## config.mk

```make
export PLATFORM = sky130hd
export DESIGN_NAME = checked_frame_byte_receiver
export DESIGN_NICKNAME = d
export VERILOG_FILES = /design/src/hdl/cfbr_pkg.sv /design/src/hdl/cfbr_cfg_regs.sv /design/src/hdl/cfbr_track.sv /design/src/hdl/cfbr_out_stage.sv /design/src/hdl/checked_frame_byte_receiver.sv
export SDC_FILE = /design/constraint.sdc
export NUM_CORES = 1
export LEC_CHECK = 0
export ABC_CLOCK_PERIOD_IN_PS = 5500
export BUFFER_PORTS_ARGS = -buffer_cell sky130_fd_sc_hd__buf_2
export CAP_MARGIN = 25
export CORE_MARGIN = 4
export CORE_UTILIZATION = 44
export DETAILED_ROUTE_END_ITERATION = 8
export MAX_ROUTING_LAYER = met4
export SLEW_MARGIN = 15
export SYNTH_ARGS = -nofsm -noshare
export SYNTH_HDL_FRONTEND = slang
export SYNTH_SLANG_ARGS = --single-unit
```

## constraint.sdc

```tcl
create_clock -name clk -period 5.5 [get_ports clk]
set_clock_uncertainty 0.15 [all_clocks]
set_input_delay 0.55 -clock clk [delete_from_list [all_inputs] [get_ports clk]]
set_output_delay 0.55 -clock clk [all_outputs]
set_load 0.02 [all_outputs]
```

## src/hdl/cfbr_pkg.sv

```systemverilog
// ----------------------------------------------------------------------------
// cfbr_pkg
// Types, constants and the ones-complement adder of the frame byte receiver.
// ----------------------------------------------------------------------------
package cfbr_pkg;

  localparam int unsigned BYTE_W   = 8;
  localparam int unsigned POS_W    = 14;
  localparam int unsigned BODY_W   = 13;
  localparam int unsigned STATUS_W = 2;
  localparam int unsigned SUM_W    = 16;
  localparam int unsigned CFG_IDX_W = 1;

  // byte_out, byte_position, body_bytes, status packed and padded to bytes
  localparam int unsigned RES_BITS = BYTE_W + POS_W + BODY_W + STATUS_W;
  localparam int unsigned OUT_DATA_W = ((RES_BITS + 7) / 8) * 8;

  localparam int unsigned POS_LSB    = BYTE_W;
  localparam int unsigned BODY_LSB   = POS_LSB + POS_W;
  localparam int unsigned STATUS_LSB = BODY_LSB + BODY_W;

  // Register indexes of the configuration port
  localparam logic [CFG_IDX_W-1:0] REG_START_BYTE  = 1'd0;
  localparam logic [CFG_IDX_W-1:0] REG_DEVICE_ADDR = 1'd1;

  // Status codes
  localparam logic [STATUS_W-1:0] ST_IN_FRAME = 2'd0;
  localparam logic [STATUS_W-1:0] ST_REJECTED = 2'd1;
  localparam logic [STATUS_W-1:0] ST_GOOD     = 2'd2;
  localparam logic [STATUS_W-1:0] ST_BAD      = 2'd3;

  localparam logic [POS_W-1:0]  POS_FIRST     = 14'd0;
  localparam logic [POS_W-1:0]  POS_ADDR      = 14'd1;
  localparam logic [POS_W-1:0]  POS_LEN_LOW   = 14'd2;
  localparam logic [POS_W-1:0]  POS_HDR_LAST  = 14'd3;
  localparam logic [POS_W-1:0]  HEADER_BYTES  = 14'd4;
  localparam logic [POS_W:0]    FRAME_OVHD    = 15'd8;
  localparam logic [SUM_W-1:0]  SUM_GOOD      = 16'hFFFF;

  typedef struct packed {
    logic [BYTE_W-1:0] start_byte;
    logic [BYTE_W-1:0] device_address;
  } cfg_t;

  typedef struct packed {
    logic [STATUS_W-1:0] status;
    logic [BODY_W-1:0]   body_bytes;
    logic [POS_W-1:0]    byte_position;
    logic [BYTE_W-1:0]   byte_out;
  } result_t;

  // 16-bit ones-complement add with end-around carry
  function automatic logic [SUM_W-1:0] ones_add(input logic [SUM_W-1:0] acc,
                                                input logic [SUM_W-1:0] word);
    logic [SUM_W:0] s;
    s = {1'b0, acc} + {1'b0, word};
    return s[SUM_W-1:0] + {{(SUM_W-1){1'b0}}, s[SUM_W]};
  endfunction

endpackage

```

## src/hdl/cfbr_cfg_regs.sv

```systemverilog
// ----------------------------------------------------------------------------
// cfbr_cfg_regs
// Holds the start byte and device address written over the config channel.
// ----------------------------------------------------------------------------
module cfbr_cfg_regs
  import cfbr_pkg::*;
(
  input  logic                 clk,
  input  logic                 rst_n,
  input  logic                 wr_en,
  input  logic [CFG_IDX_W-1:0] wr_index,
  input  logic [BYTE_W-1:0]    wr_data,
  output cfg_t                 cfg
);

  cfg_t cfg_r;

  always_ff @(posedge clk) begin
    if (!rst_n) begin
      cfg_r <= '0;
    end else if (wr_en) begin
      unique case (wr_index)
        REG_START_BYTE:  cfg_r.start_byte     <= wr_data;
        REG_DEVICE_ADDR: cfg_r.device_address <= wr_data;
        default: ;
      endcase
    end
  end

  assign cfg = cfg_r;

endmodule

```

## src/hdl/cfbr_track.sv

```systemverilog
// ----------------------------------------------------------------------------
// cfbr_track
// Frame state and running checksum; forms the result for each accepted byte.
// ----------------------------------------------------------------------------
module cfbr_track
  import cfbr_pkg::*;
(
  input  logic              clk,
  input  logic              rst_n,
  input  logic              accept,
  input  logic [BYTE_W-1:0] rx_byte,
  input  cfg_t              cfg,
  output result_t           res
);

  logic [POS_W-1:0]  byte_count_r,  byte_count_nxt;
  logic [BODY_W-1:0] body_len_r,    body_len_nxt;
  logic              match_r,       match_nxt;
  logic [BYTE_W-1:0] len_low_r,     len_low_nxt;
  logic [BYTE_W-1:0] high_r,        high_nxt;
  logic [SUM_W-1:0]  sum_r,         sum_nxt;

  logic [POS_W:0]    pos_inc;
  logic [POS_W:0]    end_lim;
  logic [BODY_W-1:0] body_hdr;

  assign pos_inc  = {1'b0, byte_count_r} + 15'd1;
  assign end_lim  = {2'b0, body_len_r} + FRAME_OVHD;
  assign body_hdr = {rx_byte[3:0], len_low_r, 1'b0};

  always_comb begin
    sum_nxt        = sum_r;
    high_nxt       = high_r;
    match_nxt      = match_r;
    len_low_nxt    = len_low_r;
    body_len_nxt   = body_len_r;
    byte_count_nxt = pos_inc[POS_W-1:0];

    res.byte_out      = rx_byte;
    res.byte_position = byte_count_r;
    res.body_bytes    = body_len_r;
    res.status        = ST_IN_FRAME;

    // even position opens a big-endian word, odd position closes it
    if (!byte_count_r[0]) begin
      if (byte_count_r == POS_FIRST) begin
        sum_nxt = '0;
      end
      high_nxt = rx_byte;
    end else begin
      sum_nxt = ones_add(sum_r, {high_r, rx_byte});
    end

    if (byte_count_r == POS_FIRST) begin
      match_nxt = (rx_byte == cfg.start_byte);
    end else if (byte_count_r == POS_ADDR) begin
      match_nxt = match_r && (rx_byte == cfg.device_address);
    end else if (byte_count_r == POS_LEN_LOW) begin
      len_low_nxt = rx_byte;
    end

    priority if (byte_count_r == POS_HDR_LAST) begin
      if (match_r) begin
        body_len_nxt   = body_hdr;
        byte_count_nxt = HEADER_BYTES;
        res.body_bytes = body_hdr;
      end else begin
        body_len_nxt   = '0;
        byte_count_nxt = '0;
        res.body_bytes = '0;
        res.status     = ST_REJECTED;
      end
    end else if (byte_count_r >= HEADER_BYTES && pos_inc >= end_lim) begin
      res.status     = (sum_nxt == SUM_GOOD) ? ST_GOOD : ST_BAD;
      body_len_nxt   = '0;
      byte_count_nxt = '0;
    end else begin
      // keep counting through the frame
    end
  end

  always_ff @(posedge clk) begin
    if (!rst_n) begin
      byte_count_r <= '0;
      body_len_r   <= '0;
      match_r      <= 1'b0;
      len_low_r    <= '0;
      high_r       <= '0;
      sum_r        <= '0;
    end else if (accept) begin
      byte_count_r <= byte_count_nxt;
      body_len_r   <= body_len_nxt;
      match_r      <= match_nxt;
      len_low_r    <= len_low_nxt;
      high_r       <= high_nxt;
      sum_r        <= sum_nxt;
    end
  end

endmodule

```

## src/hdl/cfbr_out_stage.sv

```systemverilog
// ----------------------------------------------------------------------------
// cfbr_out_stage
// Result register of the output channel; frees itself in the cycle it drains.
// ----------------------------------------------------------------------------
module cfbr_out_stage
  import cfbr_pkg::*;
(
  input  logic                  clk,
  input  logic                  rst_n,
  input  logic                  load,
  input  result_t               res,
  output logic                  can_load,
  output logic                  out_tvalid,
  input  logic                  out_tready,
  output logic [OUT_DATA_W-1:0] out_tdata
);

  logic    valid_r;
  result_t data_r;

  assign can_load = !valid_r || out_tready;

  always_ff @(posedge clk) begin
    if (!rst_n) begin
      valid_r <= 1'b0;
    end else if (load) begin
      valid_r <= 1'b1;
    end else if (out_tready) begin
      valid_r <= 1'b0;
    end
  end

  // payload holds while stalled
  always_ff @(posedge clk) begin
    if (load) begin
      data_r <= res;
    end
  end

  assign out_tvalid = valid_r;
  assign out_tdata  = {{(OUT_DATA_W - RES_BITS){1'b0}}, data_r};

endmodule

```

## src/hdl/checked_frame_byte_receiver.sv

```systemverilog
// ----------------------------------------------------------------------------
// checked_frame_byte_receiver
// Delimits frames in a received byte stream, checks the header and the
// ones-complement checksum, and tags every byte with its frame status.
// ----------------------------------------------------------------------------
//  Channel | Direction | Handshake            | Payload
//  in_     | slave     | in_tvalid/in_tready  | in_tdata: rx_byte
//  out_    | master    | out_tvalid/out_tready| out_tdata: byte, position, body, status
//  cfg_    | slave     | cfg_valid/cfg_ready  | cfg_index, cfg_wdata
//
//  One byte per cycle unless the output stalls; a result appears in the cycle after its input transfer.
//  The single checksum accumulator is updated on each accepted byte.
//  in_tready drops only while the result register is full and not drained.
//  Reset (synchronous, rst_n low) clears frame state, config registers and out_tvalid.
//  cfg_ready is always high.
// ----------------------------------------------------------------------------
module checked_frame_byte_receiver
  import cfbr_pkg::*;
(
  input  logic                  clk,
  input  logic                  rst_n,
  input  logic                  in_tvalid,
  output logic                  in_tready,
  input  logic [BYTE_W-1:0]     in_tdata,   // [7:0] rx_byte
  output logic                  out_tvalid,
  input  logic                  out_tready,
  // [7:0] byte_out, [21:8] byte_position, [34:22] body_bytes, [36:35] status
  output logic [OUT_DATA_W-1:0] out_tdata,
  input  logic                  cfg_valid,
  output logic                  cfg_ready,
  input  logic [CFG_IDX_W-1:0]  cfg_index,
  input  logic [BYTE_W-1:0]     cfg_wdata
);

  cfg_t    cfg;
  result_t res;
  logic    can_load;
  logic    in_xfer;

  assign cfg_ready = 1'b1;
  assign in_tready = can_load;
  assign in_xfer   = in_tvalid && can_load;

  cfbr_cfg_regs u_cfg (
    .clk      (clk),
    .rst_n    (rst_n),
    .wr_en    (cfg_valid && cfg_ready),
    .wr_index (cfg_index),
    .wr_data  (cfg_wdata),
    .cfg      (cfg)
  );

  cfbr_track u_track (
    .clk     (clk),
    .rst_n   (rst_n),
    .accept  (in_xfer),
    .rx_byte (in_tdata),
    .cfg     (cfg),
    .res     (res)
  );

  cfbr_out_stage u_out (
    .clk        (clk),
    .rst_n      (rst_n),
    .load       (in_xfer),
    .res        (res),
    .can_load   (can_load),
    .out_tvalid (out_tvalid),
    .out_tready (out_tready),
    .out_tdata  (out_tdata)
  );

endmodule

```

==> out/qor.yml <==
outcome:
  status: "completed"
routing:
  via_per_inst: 5.87
  first_iter_violations: 535
  wl_per_cell_um: 18.4
  antenna_left: 0
  via_count: 5743
  drt_wl_total_mm: 18.0
  drc: 0
  dr.pass1.iters: 5
clocking:
  postCtsHoldBufs: 0
  root_buffer: "clkbuf_16"
  postCtsSetupRepairBufs: 0
  clk_pin_slew_ns: 0.08
  ctsResizeCount: 0
  htreeDepth: 3
  clk_path_buf_depth: 2
  cts.sinks: 112
  cts_tree: "built"
  cts_buffers: 9
  clk_latency_ns: 0.36
logic_synthesis:
  synth_top_family_by_area: "simple AND/OR/NAND/NOR gates"
  yosys.area_share.adder_pct: 7.31
  ys_warn_count: 0
  yosysUniqueCellTypes: 70
  yosysTopAreaCell: "dfxtp_1"
  synth_area_leaders: "dfxtp_1, edfxtp_1, ha_1"
  ys_top_cells_by_count: "nand2_1, dfxtp_1, a21oi_1"
  synth-simple-area-share_pct: 19.7
  netlist_instances: 753
  synth.area.mux_share_pct: 1.36
  ys_seq_area_share_pct: 39.4
  synth.most_common_cell: "nand2_1"
  synth-edff-count: 36
  syn-cell-area_sq_mm: 0.00660
  synth-xor-area-share_pct: 7.96
  synth_top_area_share_pct: 23.0
  avgSynthCellArea_sq_um: 8.77
  synth-seq-cells: 112
  synth-async-reset-ratio_pct: 0
  synth_compound_area_share_pct: 19.6
  yosys_most_used_dff: "dfxtp_1"
setup_path:
  cp_common_cell: "ha_1"
  arrival_ns: 4.85
  rr_startpoint: "u_track.sum_r[0]"
  endpoint_kind: "flop"
  timing.rr.end: "u_out.out_tdata[35]"
  crit_fanout: 4
  cp_slowest_cell: "fa_1"
  critical_path_required_ns: 5.45
  rr_worst_depth: 21
  worst_path_largest_cell_delay_ns: 0.48
  crit_type: "in -> reg"
  rrSetupSlack_ns: 0.61
  start_kind: "input port"
  path_cells: "buf_2, ha_1, fa_1, a211oi_1, o21ai_2, a221oi_2, nor2b_1, o21a_1, o21a_1, o21ai_0, nand2b_1, ha_1, ha_1, o211ai_1, and4b_1, and3_1, nor2b_1, xnor2_1, a21oi_1, nor4_1, and4b_1, a31oi_1"
sta:
  timing.final.ws_setup_ns: 0.606
  min_period_over_period_pct: 89.0
  hold_viol: 0
  worst_pin_slew_ns: 1.00
  setup_viol_count_final: 0
  fin_hold_ws_ns: 0.275
  slew_headroom_pct: 33.1
  max_freq_ghz: 0.204
  fin_tns_setup_ns: 0
  slew_violations: 0
  fin_crit_ns: 4.89
  rsz0062_at_grt: "no"
global_route:
  antenna_found_initial: 0
  grt_usage_pct: 21.9
  grt_max_degree: 75
  gr-total-overflow: 0
  grt_pass1_vias: 5366
  grt_pass1_wl_mm: 28.4
floorplan:
  rows: 44
  die_w_um: 131
  chipHeight_um: 131
  die_area_sq_mm: 0.0170
  pin_count: 65
  start_util_pct: 45.1
  coreArea_sq_mm: 0.0146
hold_path:
  hold_path.startpoint: "in_tvalid"
  worstHoldPathCells: 3
  min_to: "u_out.out_tvalid"
  hp-class: "in -> reg"
placed_design:
  dp_slack_ns: 0.302
  gp_congestion: 0.940
  placed_cell_area_sq_mm: 0.00701
  port_buffers: 59
  hpwl_mm: 13.0
pwr:
  peakVddDrop_v: 0.000184
  p_per_area_mw_per_mm2: 253
  p_leak_nw: 2.90
cells_and_area:
  final_cell_area_sq_mm: 0.00731
  nets: 850
  area_growth_pct: 10.7
  fill_cells: 1412
  diodes: 0
  drive_gt1_share_pct: 13.6
flow_run:
  maxCapViolCount: 0
## report_power, final
part | switching (mW) | internal [mW] | total [mW] | leakage [nW]
logic | 0.193 | 0.0917 | 0.284 | 1.77
registers | 0.0181 | 0.881 | 0.899 | 0.976
clock network | 0.322 | 0.341 | 0.663 | 0.149
## cell usage in the layout, fill, tap and decap left out, drive strengths merged, types with 8 or more instances in the layout
master,count
edfxtp,36
a211oi,9
nand3,44
nand4,18
xor2,32
mux2i,9
a22o,9
nor4,8
buf,72
o21ai,36
xnor2,28
o21a,9
and3,11
nor2,48
ha,37
inv,22
or3,8
clkbuf,10
dfxtp,76
nand2,99
a21oi,73
## sequential cells by signal, indices dropped and copies added (netlist names)
signal	cells
u_out.out_tvalid	1
u_track.match_r	1
u_track.body_len_r	12
u_track.sum_r	16
u_track.byte_count_r	14
u_cfg.cfg	16
u_track.len_low_r	8
u_track.high_r	8
u_out.out_tdata	36
## final cells by class
type | instances | area [sq um] | share of cell area [%]
tap | 184 | 230 | 3.15
inverter | 20 | 75.1 | 1.03
multi-input combinational | 575 | 3710 | 50.7
timing repair buffer | 72 | 393 | 5.38
sequential | 112 | 2600 | 35.6
clock buffer | 10 | 250 | 3.42
clock inverter | 6 | 48.8 | 0.668
## kinds of logic (layout without fill, tap and decap cells)
group                      count (synthesis)  count (layout)
buffers and inverters                     69             108
muxes                                      9               9
other                                      2               5
adders and majority gates                 38              38
and+or+nand+nor                          272             272
AOI/OAI and AO/OA                        191             191
DFF                                      112             112
xor gates and xnor gates                  60              60
## metal layers
metal / vias up / global-route usage (%) / wire [um]
met5: - / - / 0
met4: 0 / 6.78 / 417
met2: 213 / 32.8 / 7960
met1: 2726 / 30.2 / 8530
li1: 2775 / - / -
met3: 29 / 4.19 / 1130
## critical path: cells and delay by family
| kind | cells | cell delay, ns |
|---|---|---|
| AO/OA/AOI/OAI | 9 | 1.52 |
| XOR/XNOR | 1 | 0.19 |
| adder cells (fa/ha/maj) | 4 | 1.17 |
| buffers and inverters | 1 | 0.12 |
| AND/OR/NAND/NOR | 7 | 1.30 |
## worst max path at each step
stage                      from                   to  depth (start not counted)
2_1_floorplan       in_tdata[0]  u_out.out_tdata[35]                         21
3_3_place_gp        in_tdata[0]  u_out.out_tdata[35]                         22
3_5_place_dp        in_tdata[0]  u_out.out_tdata[35]                         22
4_1_cts        u_track.sum_r[0]  u_out.out_tdata[35]                         21
5_1_grt        u_track.sum_r[0]  u_out.out_tdata[35]                         21
6_report            in_tdata[0]  u_out.out_tdata[35]                         22
## stage by stage
step                instances  power, mW  util (%)
floorplan                 756       1.11         -
global placement          963       1.20      47.9
detailed placement        963       1.20      47.9
CTS                       979       1.86      49.9
global route              979       1.92      49.9
finish                    979       1.85      49.9
Note: power is estimated with default switching activity, not from simulation.
